### src/sv/phcq_pkg.sv
// Shared types, codes and constants of the piezo hit capture qualifier.
`timescale 1ns / 1ps
package phcq_pkg;

  localparam int SAMPLE_BITS_DEF = 12;
  localparam int CFG_DATA_BITS   = 32;
  localparam int CFG_INDEX_BITS  = 3;
  localparam int OUT_DEPTH       = 4;

  typedef enum logic [2:0] {
    OP_TICK        = 3'd0,
    OP_SIM_HIT     = 3'd1,
    OP_HOST_RESET  = 3'd2,
    OP_PREP_UPD    = 3'd3,
    OP_RECOVER_UPD = 3'd4
  } opcode_t;

  typedef enum logic [1:0] {
    MODE_UNCONF = 2'd0,
    MODE_WAIT   = 2'd1,
    MODE_CAPT   = 2'd2,
    MODE_UPD    = 2'd3
  } mode_t;

  typedef enum logic [2:0] {
    EV_NONE     = 3'd0,
    EV_RESET    = 3'd1,
    EV_CAPTURED = 3'd2,
    EV_LOCKED   = 3'd3,
    EV_UPDFAIL  = 3'd4
  } ev_kind_t;

  typedef enum logic [2:0] {
    SRC_SENSOR = 3'd0,
    SRC_SIM    = 3'd1,
    SRC_HOST   = 3'd2,
    SRC_AUTO   = 3'd3,
    SRC_NONE   = 3'd4
  } ev_cause_t;

  typedef enum logic [2:0] {
    REG_CONFIGURED    = 3'd0,
    REG_LOCK_AFTER    = 3'd1,
    REG_AUTO_RESET    = 3'd2,
    REG_HIT_COOLDOWN  = 3'd3,
    REG_SAMPLE_IVL    = 3'd4,
    REG_HIT_THRESH    = 3'd5,
    REG_RELEASE_THRESH = 3'd6
  } cfg_reg_t;

  typedef struct packed {
    logic        configured;
    logic        lock_after_hit;
    logic [31:0] auto_reset_ms;
    logic [31:0] hit_cooldown_ms;
    logic [31:0] sample_interval_ms;
  } cfg_t;

  // Write of the configured register, which also moves the mode.
  typedef struct packed {
    logic wr;
    logic value;
  } cfg_ctl_t;

  // One result beat without its peak field.
  typedef struct packed {
    ev_kind_t    kind;
    ev_cause_t   cause;
    mode_t       mode;
    logic        captured;
    logic [31:0] cap_cnt;
    logic [31:0] ign_cnt;
    logic        accepted;
    logic        last;
  } res_stat_t;

  localparam int STAT_BITS = $bits(res_stat_t);

endpackage

### src/sv/phcq_in_if.sv
// Input channel carrying one event beat.
`timescale 1ns / 1ps
interface phcq_in_if
  import phcq_pkg::*;
#(
  parameter int SAMPLE_BITS = SAMPLE_BITS_DEF
) ();
  logic                   valid;
  logic                   ready;
  logic [2:0]             opcode;
  logic [31:0]            now_ms;
  logic [SAMPLE_BITS-1:0] sample_value;

  modport source (output valid, opcode, now_ms, sample_value, input ready);
  modport sink (input valid, opcode, now_ms, sample_value, output ready);
endinterface

### src/sv/phcq_out_if.sv
// Output channel carrying one result beat.
`timescale 1ns / 1ps
interface phcq_out_if
  import phcq_pkg::*;
#(
  parameter int SAMPLE_BITS = SAMPLE_BITS_DEF
) ();
  logic                   valid;
  logic                   ready;
  logic [2:0]             event_kind;
  logic [2:0]             event_cause;
  logic [SAMPLE_BITS-1:0] event_peak;
  logic [1:0]             mode;
  logic                   is_captured;
  logic [31:0]            capture_count;
  logic [31:0]            ignored_count;
  logic                   update_safe;
  logic                   hit_accepted;
  logic                   last_result;

  modport source (output valid, event_kind, event_cause, event_peak, mode, is_captured,
                  capture_count, ignored_count, update_safe, hit_accepted, last_result,
                  input ready);
  modport sink (input valid, event_kind, event_cause, event_peak, mode, is_captured,
                capture_count, ignored_count, update_safe, hit_accepted, last_result,
                output ready);
endinterface

### src/sv/phcq_cfg_regs.sv
// Configuration register file with its write decoder.
`timescale 1ns / 1ps
module phcq_cfg_regs
  import phcq_pkg::*;
#(
  parameter int SAMPLE_BITS = SAMPLE_BITS_DEF
) (
  input  logic                      clk,
  input  logic                      rst,
  input  logic                      cfg_we,
  input  logic [CFG_INDEX_BITS-1:0] cfg_index,
  input  logic [CFG_DATA_BITS-1:0]  cfg_data,
  output cfg_t                      cfg,
  output cfg_ctl_t                  cfg_ctl,
  output logic [SAMPLE_BITS-1:0]    hit_threshold,
  output logic [SAMPLE_BITS-1:0]    release_threshold
);

  always_ff @(posedge clk) begin
    if (rst) begin
      cfg.configured         <= 1'b0;
      cfg.lock_after_hit     <= 1'b1;
      cfg.auto_reset_ms      <= '0;
      cfg.hit_cooldown_ms    <= '0;
      cfg.sample_interval_ms <= '0;
      hit_threshold          <= '1;
      release_threshold      <= '0;
    end else if (cfg_we) begin
      case (cfg_reg_t'(cfg_index))
        REG_CONFIGURED:     cfg.configured         <= cfg_data[0];
        REG_LOCK_AFTER:     cfg.lock_after_hit     <= cfg_data[0];
        REG_AUTO_RESET:     cfg.auto_reset_ms      <= cfg_data[31:0];
        REG_HIT_COOLDOWN:   cfg.hit_cooldown_ms    <= cfg_data[31:0];
        REG_SAMPLE_IVL:     cfg.sample_interval_ms <= cfg_data[31:0];
        REG_HIT_THRESH:     hit_threshold          <= cfg_data[SAMPLE_BITS-1:0];
        REG_RELEASE_THRESH: release_threshold      <= cfg_data[SAMPLE_BITS-1:0];
        default: ;
      endcase
    end
  end

  // The core moves the mode on the same edge as the configured bit changes, unless it evaluates an event on that edge.
  assign cfg_ctl.wr    = cfg_we && (cfg_reg_t'(cfg_index) == REG_CONFIGURED);
  assign cfg_ctl.value = cfg_data[0];

endmodule

### src/sv/phcq_core.sv
// Station state and the combinational evaluation of one event.
`timescale 1ns / 1ps
module phcq_core
  import phcq_pkg::*;
#(
  parameter int SAMPLE_BITS = SAMPLE_BITS_DEF
) (
  input  logic                   clk,
  input  logic                   rst,
  input  cfg_t                   cfg,
  input  cfg_ctl_t               cfg_ctl,
  input  logic [SAMPLE_BITS-1:0] hit_threshold,
  input  logic [SAMPLE_BITS-1:0] release_threshold,
  input  logic                   step,
  input  logic [2:0]             opcode,
  input  logic [31:0]            now_ms,
  input  logic [SAMPLE_BITS-1:0] sample_value,
  output res_stat_t              res0,
  output logic [SAMPLE_BITS-1:0] res0_peak,
  output res_stat_t              res1,
  output logic [SAMPLE_BITS-1:0] res1_peak,
  output logic                   two_results
);

  mode_t       mode_q, mode_next;
  logic        captured_q, captured_next;
  logic        armed_q, armed_next;
  logic [31:0] last_sample_q, last_sample_next;
  logic [31:0] last_hit_q, last_hit_next;
  logic        hit_rec_q, hit_rec_next;
  logic [31:0] cap_time_q, cap_time_next;
  logic [31:0] cap_tot_q, cap_tot_next;
  logic [31:0] ign_tot_q, ign_tot_next;

  logic [31:0] since_sample, since_hit;

  assign since_sample = now_ms - last_sample_q;
  assign since_hit    = now_ms - last_hit_q;

  function automatic res_stat_t mk_stat(ev_kind_t k, ev_cause_t c, mode_t m, logic cp,
                                        logic [31:0] ct, logic [31:0] it);
    res_stat_t s;
    s.kind     = k;
    s.cause    = c;
    s.mode     = m;
    s.captured = cp;
    s.cap_cnt  = ct;
    s.ign_cnt  = it;
    s.accepted = 1'b0;
    s.last     = 1'b0;
    return s;
  endfunction

  always_comb begin
    logic        cap_try;
    ev_cause_t   cap_cause;
    logic        do_rst;
    logic        accepted;
    logic [1:0]  n_res;
    logic [31:0] since_cap;

    mode_next        = mode_q;
    captured_next    = captured_q;
    armed_next       = armed_q;
    last_sample_next = last_sample_q;
    last_hit_next    = last_hit_q;
    hit_rec_next     = hit_rec_q;
    cap_time_next    = cap_time_q;
    cap_tot_next     = cap_tot_q;
    ign_tot_next     = ign_tot_q;
    cap_try          = 1'b0;
    cap_cause        = SRC_SENSOR;
    accepted         = 1'b0;
    n_res            = 2'd0;
    res0             = mk_stat(EV_NONE, SRC_NONE, mode_q, captured_q, cap_tot_q, ign_tot_q);
    res0_peak        = '0;
    res1             = res0;
    res1_peak        = '0;

    // Sensor sampling with hysteresis.
    if (opcode_t'(opcode) == OP_TICK && mode_q != MODE_UPD && cfg.configured &&
        (cfg.sample_interval_ms == 32'd0 || since_sample >= cfg.sample_interval_ms)) begin
      last_sample_next = now_ms;
      if (!armed_q) begin
        if (sample_value <= release_threshold) armed_next = 1'b1;
      end else if (sample_value >= hit_threshold) begin
        armed_next = 1'b0;
        cap_try    = 1'b1;
      end
    end
    if (opcode_t'(opcode) == OP_SIM_HIT) begin
      cap_try   = 1'b1;
      cap_cause = SRC_SIM;
    end

    // The lock check wins over every other capture condition.
    if (cap_try) begin
      if (captured_q && cfg.lock_after_hit) begin
        ign_tot_next = ign_tot_q + 32'd1;
        res0      = mk_stat(EV_LOCKED, cap_cause, mode_next, captured_next, cap_tot_next,
                            ign_tot_next);
        res0_peak = sample_value;
        n_res     = 2'd1;
      end else if (cfg.configured && mode_q != MODE_UPD &&
                   !(hit_rec_q && since_hit < cfg.hit_cooldown_ms)) begin
        captured_next = 1'b1;
        mode_next     = MODE_CAPT;
        cap_tot_next  = cap_tot_q + 32'd1;
        last_hit_next = now_ms;
        hit_rec_next  = 1'b1;
        cap_time_next = now_ms;
        accepted      = 1'b1;
        res0      = mk_stat(EV_CAPTURED, cap_cause, mode_next, captured_next, cap_tot_next,
                            ign_tot_next);
        res0_peak = sample_value;
        n_res     = 2'd1;
      end
    end

    since_cap = now_ms - cap_time_next;
    do_rst = (opcode_t'(opcode) == OP_HOST_RESET) ||
             (opcode_t'(opcode) == OP_TICK && captured_next && cfg.auto_reset_ms != 32'd0 &&
              since_cap >= cfg.auto_reset_ms);

    if (do_rst) begin
      captured_next = 1'b0;
      ign_tot_next  = '0;
      mode_next     = cfg.configured ? MODE_WAIT : MODE_UNCONF;
      armed_next    = 1'b1;
      last_hit_next = '0;
      hit_rec_next  = 1'b0;
      cap_time_next = '0;
      if (n_res == 2'd0) begin
        res0 = mk_stat(EV_RESET, (opcode_t'(opcode) == OP_HOST_RESET) ? SRC_HOST : SRC_AUTO,
                       mode_next, captured_next, cap_tot_next, ign_tot_next);
        n_res = 2'd1;
      end else begin
        res1 = mk_stat(EV_RESET, SRC_AUTO, mode_next, captured_next, cap_tot_next,
                       ign_tot_next);
        n_res = 2'd2;
      end
    end

    case (opcode_t'(opcode))
      OP_PREP_UPD: mode_next = MODE_UPD;
      OP_RECOVER_UPD: begin
        mode_next = !cfg.configured ? MODE_UNCONF : (captured_q ? MODE_CAPT : MODE_WAIT);
        res0  = mk_stat(EV_UPDFAIL, SRC_HOST, mode_next, captured_next, cap_tot_next,
                        ign_tot_next);
        n_res = 2'd1;
      end
      default: ;
    endcase

    // An item with no event still reports the status once.
    if (n_res == 2'd0) begin
      res0 = mk_stat(EV_NONE, SRC_NONE, mode_next, captured_next, cap_tot_next, ign_tot_next);
    end

    two_results   = (n_res == 2'd2);
    res0.accepted = accepted;
    res1.accepted = accepted;
    res0.last     = !two_results;
    res1.last     = 1'b1;
  end

  always_ff @(posedge clk) begin
    if (rst) begin
      mode_q        <= MODE_UNCONF;
      captured_q    <= 1'b0;
      armed_q       <= 1'b1;
      last_sample_q <= '0;
      last_hit_q    <= '0;
      hit_rec_q     <= 1'b0;
      cap_time_q    <= '0;
      cap_tot_q     <= '0;
      ign_tot_q     <= '0;
    end else if (step) begin
      mode_q        <= mode_next;
      captured_q    <= captured_next;
      armed_q       <= armed_next;
      last_sample_q <= last_sample_next;
      last_hit_q    <= last_hit_next;
      hit_rec_q     <= hit_rec_next;
      cap_time_q    <= cap_time_next;
      cap_tot_q     <= cap_tot_next;
      ign_tot_q     <= ign_tot_next;
    end else if (cfg_ctl.wr) begin
      if (!cfg_ctl.value) begin
        mode_q <= MODE_UNCONF;
      end else if (mode_q == MODE_UNCONF) begin
        mode_q <= captured_q ? MODE_CAPT : MODE_WAIT;
      end
    end
  end

endmodule

### src/sv/phcq_out_fifo.sv
// Result queue that takes one or two beats per cycle and releases one per cycle while it is popped.
`timescale 1ns / 1ps
module phcq_out_fifo
  import phcq_pkg::*;
#(
  parameter int WIDTH = STAT_BITS + SAMPLE_BITS_DEF,
  parameter int DEPTH = OUT_DEPTH
) (
  input  logic                       clk,
  input  logic                       rst,
  input  logic                       push,
  input  logic                       push_two,
  input  logic [WIDTH-1:0]           din0,
  input  logic [WIDTH-1:0]           din1,
  input  logic                       pop,
  output logic [WIDTH-1:0]           dout,
  output logic                       dout_valid,
  output logic [$clog2(DEPTH+1)-1:0] level
);

  localparam int PW = $clog2(DEPTH);
  localparam int LW = $clog2(DEPTH+1);

  logic [WIDTH-1:0] mem [DEPTH];
  logic [PW-1:0]    wr_ptr, rd_ptr, wr_ptr1, wr_ptr2, rd_ptr1;
  logic [LW-1:0]    level_next;
  logic             do_pop;

  function automatic logic [PW-1:0] inc(logic [PW-1:0] p);
    return (p == PW'(DEPTH - 1)) ? '0 : p + PW'(1);
  endfunction

  assign wr_ptr1    = inc(wr_ptr);
  assign wr_ptr2    = inc(wr_ptr1);
  assign rd_ptr1    = inc(rd_ptr);
  assign do_pop     = pop && dout_valid;
  assign dout_valid = (level != '0);
  assign dout       = mem[rd_ptr];

  always_comb begin
    level_next = level;
    if (push) level_next = level_next + (push_two ? LW'(2) : LW'(1));
    if (do_pop) level_next = level_next - LW'(1);
  end

  always_ff @(posedge clk) begin
    if (push) begin
      mem[wr_ptr] <= din0;
      if (push_two) mem[wr_ptr1] <= din1;
    end
  end

  always_ff @(posedge clk) begin
    if (rst) begin
      wr_ptr <= '0;
      rd_ptr <= '0;
      level  <= '0;
    end else begin
      if (push) wr_ptr <= push_two ? wr_ptr2 : wr_ptr1;
      if (do_pop) rd_ptr <= rd_ptr1;
      level <= level_next;
    end
  end

endmodule

### src/sv/piezo_hit_capture_qualifier.sv
// Piezo hit capture qualifier: input register, evaluation core and result queue.
//
// Usage: event beats (opcode, now_ms, sample_value) arrive on the items channel
// and are accepted when valid and ready are both high. Each beat yields one or
// two result beats on the results channel, in order; last_result marks the
// final beat of an event. Registers are written through cfg_we, cfg_index and
// cfg_data while the block is idle; writes to unused indexes are dropped.
// An accepted beat is evaluated while it sits in the input register, and its
// results enter the queue at the edge on which the beat leaves that register;
// its first result beat is then offered from the queue. Throughput is one
// event per cycle while the receiver keeps ready high, limited by the
// one-beat-per-cycle result channel when events give two results.
// The four-entry result queue sets the stall behavior: an event leaves the
// input register only when two entries are free, so a receiver that holds
// ready low fills the queue and then the input register, after which items
// ready falls. Nothing is dropped. The synchronous reset empties the queue,
// clears the input register and returns all registers and station state to
// their reset values.
`timescale 1ns / 1ps
module piezo_hit_capture_qualifier
  import phcq_pkg::*;
#(
  parameter int SAMPLE_BITS = SAMPLE_BITS_DEF
) (
  input  logic                      clk,
  input  logic                      rst,
  input  logic                      cfg_we,
  input  logic [CFG_INDEX_BITS-1:0] cfg_index,
  input  logic [CFG_DATA_BITS-1:0]  cfg_data,
  phcq_in_if.sink                   items,
  phcq_out_if.source                results
);

  localparam int EW = STAT_BITS + SAMPLE_BITS;
  localparam int LW = $clog2(OUT_DEPTH + 1);

  cfg_t                   cfg;
  cfg_ctl_t               cfg_ctl;
  logic [SAMPLE_BITS-1:0] hit_threshold, release_threshold;

  logic                   in_valid;
  logic [2:0]             in_opcode;
  logic [31:0]            in_now;
  logic [SAMPLE_BITS-1:0] in_sample;
  logic                   fire;

  res_stat_t              res0, res1, res_out;
  logic [SAMPLE_BITS-1:0] res0_peak, res1_peak, peak_out;
  logic                   two_results;
  logic [EW-1:0]          q_dout;
  logic [LW-1:0]          q_level;

  phcq_cfg_regs #(.SAMPLE_BITS(SAMPLE_BITS)) u_cfg (
    .clk               (clk),
    .rst               (rst),
    .cfg_we            (cfg_we),
    .cfg_index         (cfg_index),
    .cfg_data          (cfg_data),
    .cfg               (cfg),
    .cfg_ctl           (cfg_ctl),
    .hit_threshold     (hit_threshold),
    .release_threshold (release_threshold)
  );

  // The held beat moves on when the queue has room for two results.
  assign fire        = in_valid && (q_level <= LW'(OUT_DEPTH - 2));
  assign items.ready = !in_valid || fire;

  always_ff @(posedge clk) begin
    if (rst) begin
      in_valid <= 1'b0;
    end else if (items.ready) begin
      in_valid <= items.valid;
    end
  end

  always_ff @(posedge clk) begin
    if (items.ready && items.valid) begin
      in_opcode <= items.opcode;
      in_now    <= items.now_ms;
      in_sample <= items.sample_value;
    end
  end

  phcq_core #(.SAMPLE_BITS(SAMPLE_BITS)) u_core (
    .clk               (clk),
    .rst               (rst),
    .cfg               (cfg),
    .cfg_ctl           (cfg_ctl),
    .hit_threshold     (hit_threshold),
    .release_threshold (release_threshold),
    .step              (fire),
    .opcode            (in_opcode),
    .now_ms            (in_now),
    .sample_value      (in_sample),
    .res0              (res0),
    .res0_peak         (res0_peak),
    .res1              (res1),
    .res1_peak         (res1_peak),
    .two_results       (two_results)
  );

  phcq_out_fifo #(.WIDTH(EW), .DEPTH(OUT_DEPTH)) u_queue (
    .clk        (clk),
    .rst        (rst),
    .push       (fire),
    .push_two   (two_results),
    .din0       ({res0, res0_peak}),
    .din1       ({res1, res1_peak}),
    .pop        (results.ready),
    .dout       (q_dout),
    .dout_valid (results.valid),
    .level      (q_level)
  );

  assign res_out  = res_stat_t'(q_dout[EW-1:SAMPLE_BITS]);
  assign peak_out = q_dout[SAMPLE_BITS-1:0];

  assign results.event_kind    = res_out.kind;
  assign results.event_cause   = res_out.cause;
  assign results.event_peak    = peak_out;
  assign results.mode          = res_out.mode;
  assign results.is_captured   = res_out.captured;
  assign results.capture_count = res_out.cap_cnt;
  assign results.ignored_count = res_out.ign_cnt;
  assign results.update_safe   = 1'b1;
  assign results.hit_accepted  = res_out.accepted;
  assign results.last_result   = res_out.last;

  // A capture can never be followed by an automatic reset in the same event.
  a_accept_is_capture: assert property (@(posedge clk) disable iff (rst)
    results.valid && results.hit_accepted |->
      results.event_kind == EV_CAPTURED && results.last_result)
    else $error("accepted hit on a result that is not a final capture");

  // The second beat of a pair must already sit in the queue.
  a_pair_queued: assert property (@(posedge clk) disable iff (rst)
    results.valid && !results.last_result |-> q_level >= LW'(2))
    else $error("first beat of a pair without its partner queued");

  a_reset_clears: assert property (@(posedge clk) disable iff (rst)
    results.valid && results.event_kind == EV_RESET |->
      !results.is_captured && results.ignored_count == 32'd0)
    else $error("reset result still shows a capture or ignored hits");

  a_no_overfill: assert property (@(posedge clk) disable iff (rst)
    q_level <= LW'(OUT_DEPTH))
    else $error("result queue overfilled");

endmodule

### src/flat_wrapper.sv
// flat-port wrapper written by rule: the top's interface ports become plain ports
module piezo_hit_capture_qualifier_flat import phcq_pkg::*;
#(
  parameter int SAMPLE_BITS = SAMPLE_BITS_DEF
)
  (clk, rst, cfg_we, cfg_index, cfg_data, items_valid, items_opcode, items_now_ms, items_sample_value, items_ready, results_valid, results_event_kind, results_event_cause, results_event_peak, results_mode, results_is_captured, results_capture_count, results_ignored_count, results_update_safe, results_hit_accepted, results_last_result, results_ready);
  phcq_in_if #(.SAMPLE_BITS(SAMPLE_BITS)) items_i ();
  phcq_out_if #(.SAMPLE_BITS(SAMPLE_BITS)) results_i ();
  input  logic clk;
  input  logic rst;
  input  logic cfg_we;
  input  logic [CFG_INDEX_BITS-1:0] cfg_index;
  input  logic [CFG_DATA_BITS-1:0] cfg_data;
  input wire logic [$bits(items_i.valid)-1:0] items_valid;
  input wire logic [$bits(items_i.opcode)-1:0] items_opcode;
  input wire logic [$bits(items_i.now_ms)-1:0] items_now_ms;
  input wire logic [$bits(items_i.sample_value)-1:0] items_sample_value;
  output wire logic [$bits(items_i.ready)-1:0] items_ready;
  output wire logic [$bits(results_i.valid)-1:0] results_valid;
  output wire logic [$bits(results_i.event_kind)-1:0] results_event_kind;
  output wire logic [$bits(results_i.event_cause)-1:0] results_event_cause;
  output wire logic [$bits(results_i.event_peak)-1:0] results_event_peak;
  output wire logic [$bits(results_i.mode)-1:0] results_mode;
  output wire logic [$bits(results_i.is_captured)-1:0] results_is_captured;
  output wire logic [$bits(results_i.capture_count)-1:0] results_capture_count;
  output wire logic [$bits(results_i.ignored_count)-1:0] results_ignored_count;
  output wire logic [$bits(results_i.update_safe)-1:0] results_update_safe;
  output wire logic [$bits(results_i.hit_accepted)-1:0] results_hit_accepted;
  output wire logic [$bits(results_i.last_result)-1:0] results_last_result;
  input wire logic [$bits(results_i.ready)-1:0] results_ready;
  assign items_i.valid = items_valid;
  assign items_i.opcode = items_opcode;
  assign items_i.now_ms = items_now_ms;
  assign items_i.sample_value = items_sample_value;
  assign items_ready = items_i.ready;
  assign results_valid = results_i.valid;
  assign results_event_kind = results_i.event_kind;
  assign results_event_cause = results_i.event_cause;
  assign results_event_peak = results_i.event_peak;
  assign results_mode = results_i.mode;
  assign results_is_captured = results_i.is_captured;
  assign results_capture_count = results_i.capture_count;
  assign results_ignored_count = results_i.ignored_count;
  assign results_update_safe = results_i.update_safe;
  assign results_hit_accepted = results_i.hit_accepted;
  assign results_last_result = results_i.last_result;
  assign results_i.ready = results_ready;
  piezo_hit_capture_qualifier #(.SAMPLE_BITS(SAMPLE_BITS)) u_core (.clk(clk), .rst(rst), .cfg_we(cfg_we), .cfg_index(cfg_index), .cfg_data(cfg_data), .items(items_i), .results(results_i));
endmodule
### config.mk
export PLATFORM = sky130hd
export DESIGN_NAME = piezo_hit_capture_qualifier_flat
export DESIGN_NICKNAME = d
export VERILOG_FILES = /design/src/sv/phcq_pkg.sv /design/src/sv/phcq_in_if.sv /design/src/sv/phcq_out_if.sv /design/src/sv/phcq_cfg_regs.sv /design/src/sv/phcq_core.sv /design/src/sv/phcq_out_fifo.sv /design/src/sv/piezo_hit_capture_qualifier.sv /design/src/flat_wrapper.sv
export SDC_FILE = /design/constraint.sdc
export NUM_CORES = 2
export LEC_CHECK = 0
export BUFFER_PORTS_ARGS = -buffer_cell sky130_fd_sc_hd__buf_2
export CORE_ASPECT_RATIO = 1.75
export CORE_MARGIN = 2
export CORE_UTILIZATION = 25
export CTS_CLUSTER_DIAMETER = 30
export DETAILED_ROUTE_END_ITERATION = 16
export SYNTH_ARGS = -nofsm -noshare
export SYNTH_HDL_FRONTEND = slang
export SYNTH_SLANG_ARGS = --single-unit
### constraint.sdc
create_clock -name clk -period 12.1 [get_ports clk]
set_input_delay 1.21 -clock clk [delete_from_list [all_inputs] [get_ports clk]]
set_output_delay 1.21 -clock clk [all_outputs]
set_load 0.005 [all_outputs]
---- Yosys cells after proc, flatten, opt, wreduce, memory -nomap -nowiden ----
Memories as Yosys holds them, arrays and structs flattened. A register that Yosys moved wholly into a read port is not among the register bits.
Index checks and enable logic that the tools add are counted.
operators by class
  $add $sub $neg .......................... 10
  $mul .................................... 0
  div/mod/pow operators ................... 0
  magnitude comparators ................... 6
  equality and inequality tests ........... 17
  shift-type cells ........................ 0
  muxes and demuxes ....................... 80
  bitwise operators ....................... 0
  reduce and logical (&&, ||, !) cells .... 43
operators with widths
  operator                                                                number
  32-bit two-way mux                                                      14
  75-bit two-way mux                                                      4
  74-bit two-way mux                                                      3
  73-bit two-way mux                                                      2
  32-bit subtractor                                                       3
  32-bit by 1-bit adder with 32-bit output (second input constant)        2
  32-bit greater-or-equal comparator                                      2
  2-bit two-way mux                                                       20
  12-bit two-way mux                                                      3
  32-bit zero test                                                        1
  32-bit less-than comparator                                             1
  32-bit nonzero test                                                     1
  1-bit two-way mux                                                       31
  2-bit AND reduction                                                     10
  1-bit logical AND                                                       14
  3-bit by 2-bit equality test with 1-bit output (second input constant)  4
  3-bit equality test (second input constant)                             4
  12-bit greater-or-equal comparator                                      1
  12-bit <= comparator                                                    1
  2-bit equality test (second input constant)                             4
  2-bit nonzero test                                                      4
  2-bit by 1-bit adder with 2-bit output (second input constant)          3
  3-bit by 1-bit equality test with 1-bit output (second input constant)  2
  2-bit zero test                                                         3
  12 further kinds                                                        19
storage, ports and cells
  flip-flop bits (word level) ............. 342
  latch bits .............................. 0
  memory bits (writable) .................. 348
  bits in read-only memories .............. 0
  input port bits ......................... 87
  output and inout port bits .............. 90
  logic and storage cells ................. 180
  memories kept ........................... 1
memories
  name                depth  width  read ports  clocked after Yosys merged registers in  write ports  line                 text
  u_core.u_queue.mem  4      87     1           1                                        2            phcq_out_fifo.sv:24  logic [WIDTH-1:0] mem [DEPTH];

---- Longest topological paths before layout ----
  depth after elaboration ................. 20
  gate-level depth with buffers ........... 62

---- By module ----
A second synthesis with hierarchy kept.
unflattened totals
  cell total of the unflattened synthesis .. 3726
  area total of the unflattened synthesis .. 40786.6 um^2
modules (own cells, without submodules)
  module                       times used  cells each  area an instance (um^2)
  phcq_out_fifo                1           898         17286.6
  phcq_core                    1           2316        17031.3
  phcq_cfg_regs                1           453         4959.8
  piezo_hit_capture_qualifier  1           59          1508.9

---- Worst setup path after synthesis ----
No wires, ideal clock.
  kind .................................... reg-to-reg
  start ................................... register u_core.in_now[0]
  end ..................................... memory u_core.u_queue.mem[3][48] (netlist name) (data pin)
  library setup time ...................... 146 ps
  arrival time ............................ 12914 ps
  data required time ...................... 11954 ps
  path slack .............................. -960 ps
  stages on the path, launching flop included .. 58
  path buffers ............................ 4
  path through ............................ edfxtp_1 inv_1 ha_1 inv_1 fa_1 a21oi_1 nor2b_1 a311oi_1 o31ai_1 a41o_1 a31o_2 a41o_1 o21ai_0 a211oi_1 or3_1 and2_1 ha_1 nand2_1 [22 not listed] a21o_1 a21oi_1 o211a_1 o21ai_0 a211oi_1 a211o_1 a21o_1 clkinv_2 clkbuf_1 ha_1 and3_1 clkbuf_1 inv_1 nor2_1 a21oi_1 inv_1 o21ai_0 nor2_1
RTL lines
  element                 line                               text
  from (decl)             piezo_hit_capture_qualifier.sv:43  logic [31:0] in_now;
  from (signal assigned)  piezo_hit_capture_qualifier.sv:80  in_now <= items.now_ms;
  to (decl)               phcq_out_fifo.sv:24

---- Final worst setup path ----
  start ................................... register u_core.in_now[0]
  end ..................................... register u_core.u_queue.level[1]
on the way
  cells in the longest elaborated chain, start to end .. 20
  elaborated cells between the ends (all ways) .. 36
  those cells by class .................... 5 x add/sub; 3 x order compare; 1 x eq/ne; 17 x mux; 10 x reduce/logical
RTL lines
  element                                                  line                 text
  32-bit subtractor                                        phcq_core.sv:38      assign since_hit = now_ms - last_hit_q;
  32-bit less-than comparator                              phcq_core.sv:105     !(hit_rec_q && since_hit < cfg.hit_cooldown_ms)) begin
  1-bit logical AND                                        phcq_core.sv:105
  1-bit zero test                                          phcq_core.sv:105
  1-bit logical AND                                        phcq_core.sv:104     end else if (cfg.configured && mode_q != MODE_UPD &&
  32-bit two-way mux or 1-bit two-way mux (tied branches)  phcq_core.sv:104
  32-bit two-way mux or 1-bit two-way mux (tied branches)  phcq_core.sv:98      if (captured_q && cfg.lock_after_hit) begin
  32-bit two-way mux or 1-bit two-way mux (tied branches)  phcq_core.sv:97      if (cap_try) begin
  [4 not listed]                                           -
  2-bit two-way mux (*)                                    phcq_core.sv:125     if (do_rst) begin
  2-bit two-way mux (*)                                    phcq_core.sv:144     case (opcode_t'(opcode))
  2-bit equality test (*)                                  phcq_core.sv:160     two_results = (n_res == 2'd2);
  2-bit two-way mux (*)                                    phcq_out_fifo.sv:42  if (push) level_next = level_next + (push_two ? LW'(2) : LW'(1));
  3-bit by 2-bit adder with 3-bit output (*)               phcq_out_fifo.sv:42
  3-bit two-way mux (*)                                    phcq_out_fifo.sv:42
  3-bit by 1-bit subtractor with 3-bit output              phcq_out_fifo.sv:43  if (do_pop) level_next = level_next - LW'(1);
  3-bit two-way mux (*)                                    phcq_out_fifo.sv:43
  to (signal assigned)                                     phcq_out_fifo.sv:61  level <= level_next;
  to (decl)                                                phcq_out_fifo.sv:18  output logic [$clog2(DEPTH+1)-1:0] level
Mark *: on every way between the ends. The rest lies on a longest branch, timed or not.
A chain may end at the register's enable or synchronous reset.

==> results.sh <==
export IMPL_status="complete, no violations"
export IMPL_synth_cells=4177
export IMPL_wirelength_met1_um=49200
export IMPL_antenna_left=0
export IMPL_die_h_um=524
export IMPL_core_um2=153000
export IMPL_dr_max_layer_used="met5"
export IMPL_dpl_hpwl_um=94800
export IMPL_wl_met3_um=7550
export IMPL_synth_fp_nets=4494
export IMPL_post_route_period_util_pct=96.3
export IMPL_hold_viol=0
export IMPL_via_count=33500
export IMPL_nNetsFinal=4761
export IMPL_grt_pass1_wl_um=199000
export IMPL_synth_flop_cell="dfxtp_1"
export IMPL_die_x_um=301
export IMPL_multiInputGateArea_um2=19800
export IMPL_avgRoutedWirePerCell_um=20.2
export IMPL_ys_seq_elements=692
export IMPL_clk_pin_slew_worst_paths_ps=50
export IMPL_gr_total_overflow=0
export IMPL_cp_slowest_stage_delay_ps=580
export IMPL_ys_warn_count=0
export IMPL_cts_sinks=692
export IMPL_async_flop_share_pct=0
export IMPL_clock_path_buffers=3
export IMPL_worstMarginPinSlew_ps=1200
export IMPL_drc=0
export IMPL_synth_area_leaders="edfxtp_1 26%, dfxtp_1 18%, ha_1 7.3%"
export IMPL_leakagePower_nw=17.2
export IMPL_relSlewSlack_pct=20.1
export IMPL_numCtsBuffers=134
export IMPL_drive_gt1_share_pct=17.8
export IMPL_routed_wl_um=133000
export IMPL_regArea_um2=17200
export IMPL_cp_data_arrival_time_ps=12340
export IMPL_powerDensity_nw_per_um2=168
export IMPL_cts_root_buf="clkbuf_16"
export IMPL_synthTopCellsByCount="553 x nand2_1, 452 x a21oi_1, 357 x dfxtp_1, 347 x nor2_1, 335 x edfxtp_1"
export IMPL_viasPerCell=5.09
export IMPL_ys_seq_area_share_pct=44.5
export IMPL_grt_antenna_before_repair=26
export IMPL_synth_distinct_cells=85
export IMPL_synth_area_per_cell_um2=9.26
export IMPL_yosysMostFrequentCell="nand2_1"
export IMPL_start_util_pct=25.2
export IMPL_drt_iter0_markers=2276
export IMPL_crit_path_end_kind="register"
export IMPL_drv_cap=0
export IMPL_numPortBuffers=175
export IMPL_whs_ps=453
export IMPL_cts_tree="yes"
export IMPL_crit_top_cell="ha_1"
export IMPL_crit_slowest_cell="or4_4"
export IMPL_grt_pass1_vias=33300
export IMPL_fillCellCount=15700
export IMPL_min_period_ps=11650
export IMPL_drv_slew=0
export IMPL_rsz0062_at_grt="yes"
export IMPL_finalSetupViolations=0
export IMPL_gp_congestion=0.926
export IMPL_synth_edf_count=335
export IMPL_met2WireLength_um=68400
export IMPL_clock_fmax_mhz=85.8
export IMPL_post_dp_cell_area_um2=43200
export IMPL_grt_max_degree=118
export IMPL_startpoint_type="register"
export IMPL_yosys_area_top_type="edfxtp_1"
export IMPL_fp_row_count=190
export IMPL_syn_to_final_growth_pct=25.1
export IMPL_track_usage_pct=16.4
export IMPL_hold_path_class="reg2reg"
export IMPL_fin_area_um2=48400
export IMPL_crit_path_max_fanout=7
export IMPL_crit_type="reg2reg"
export IMPL_num_io_pins=177
export IMPL_clk_latency_ps=780
export IMPL_die_area_um2=158000
export IMPL_synthesis_area_um2=38700
export IMPL_hold_buffers=0
export IMPL_ir_worst_vdd_mv=0.124
export IMPL_first_pass_iters=6
export IMPL_fin_skew_ps=99.3
export IMPL_synth_top_area_share_pct=26.0
export IMPL_cp_data_required_time_ps=12790
export IMPL_htreeDepth=4
final cells by class:
| cell class | count | area share (%) |
|---|---|---|
| Timing Repair Buffer | 399 | 6.25 |
| Clock inverter | 83 | 2.57 |
| Inverter | 230 | 1.82 |
| Antenna cell | 4 | 0.0207 |
| Tap cell | 2016 | 5.21 |
| Sequential cell | 692 | 35.6 |
| Clock buffer | 165 | 7.55 |
| Multi-Input combinational cell | 2987 | 41.0 |
cells by family (layout without fill, tap and decap cells):
| group | after synthesis | count (layout) | share of synthesized area [%] |
|---|---|---|---|
| multiplexers | 125 | 125 | 6.06 |
| XOR/XNOR | 128 | 128 | 2.90 |
| adder cells (fa/ha/maj) | 230 | 230 | 7.52 |
| AND/OR/NAND/NOR | 1271 | 1271 | 14.5 |
| buffers and inverters | 498 | 877 | 5.06 |
| other | 1 | 5 | 0.00970 |
| flip-flops | 692 | 692 | 44.5 |
| AO/OA/AOI/OAI | 1232 | 1232 | 19.4 |
repair_timing:
action                     4_1_cts  5_1_grt
resized for setup                1       54
gates cloned                     0        0
setup endpoints to repair       86      627
pin swaps                        1       32
buffers inserted                 1        9
routing by layer:
layer	vias to the layer above	GRT usage (%)
met3	361	2.50
li1	15600	-
met1	16200	17.7
met5	-	0
met2	1193	30.1
met4	14	9.75
cells in the final DEF, fill, tap and decap left out, types with 174 or more instances in the layout:
master,count
buf_2,174
buf_4,187
dfxtp_1,355
inv_1,222
ha_1,225
o21ai_0,281
a21oi_1,438
nor2_1,340
edfxtp_1,335
nand2_1,549
sequential cells by signal (all words and copies together), names as in the netlist, named ones only:
| name | cells |
|---|---|
| u_core.in_now | 32 |
| u_core.u_core.captured_q | 1 |
| u_core.u_cfg.hit_threshold | 12 |
| u_core.u_cfg.cfg | 98 |
| u_core.u_core.armed_q | 1 |
| u_core.u_queue.mem | 348 |
| u_core.in_sample | 12 |
| u_core.u_core.cap_time_q | 32 |
| u_core.in_valid | 1 |
| u_core.u_core.last_hit_q | 32 |
| u_core.u_queue.wr_ptr | 2 |
| u_core.u_core.last_sample_q | 32 |
| u_core.u_core.mode_q | 2 |
| u_core.u_core.cap_tot_q | 32 |
| u_core.u_core.ign_tot_q | 32 |
| u_core.in_opcode | 3 |
| u_core.u_cfg.release_threshold | 12 |
| u_core.u_queue.rd_ptr | 2 |
| u_core.u_queue.level | 3 |
| u_core.u_core.hit_rec_q | 1 |
metrics by stage:
step / setup slack, ps / instances / power (mW) / utilization [%] / TNS [ps]
2_1_floorplan: 10.0 / 4177 / 3.56 / - / 0
6_report: 451 / 6576 / 8.12 / 31.6 / 0
3_5_place_dp: -123 / 6314 / 4.20 / 28.2 / -823
3_3_place_gp: 40.4 / 6314 / 4.18 / 28.2 / 0
5_1_grt: -157 / 6573 / 8.43 / 31.5 / -7950
4_1_cts: 25.7 / 6563 / 8.19 / 31.4 / 0
worst max-delay path: cells and delay by family (launching register included):
kind	cells	cell delay (ps)
buffers and inverters	9	910
XOR/XNOR	2	320
AND/OR/NAND/NOR	13	2270
multiplexers	2	510
flip-flops	1	400
adder cells (fa/ha/maj)	9	2530
AO/OA/AOI/OAI	24	4650
power breakdown:
part           switching [mW]  internal (mW)
Sequential             0.0907           2.58
Clock                    1.40           2.56
Combinational           0.869          0.622
path summary, 6_finish.rpt:
check / start / endpoint / slack [ps] / cells after the start
hold / removal: u_core.u_core.last_sample_q[20]$_SDFFE_PP0P_ / u_core.u_core.last_sample_q[20]$_SDFFE_PP0P_ / 450 / 2
setup reg to reg: u_core.in_now[0]$_DFFE_PP_ / u_core.u_queue.level[1]$_SDFF_PP0_ / 450 / 59
hold reg to reg: u_core.u_core.last_sample_q[20]$_SDFFE_PP0P_ / u_core.u_core.last_sample_q[20]$_SDFFE_PP0P_ / 450 / 2
setup / recovery: u_core.in_now[0]$_DFFE_PP_ / u_core.u_queue.level[1]$_SDFF_PP0_ / 450 / 59
Power figures use the tool's default switching activity.
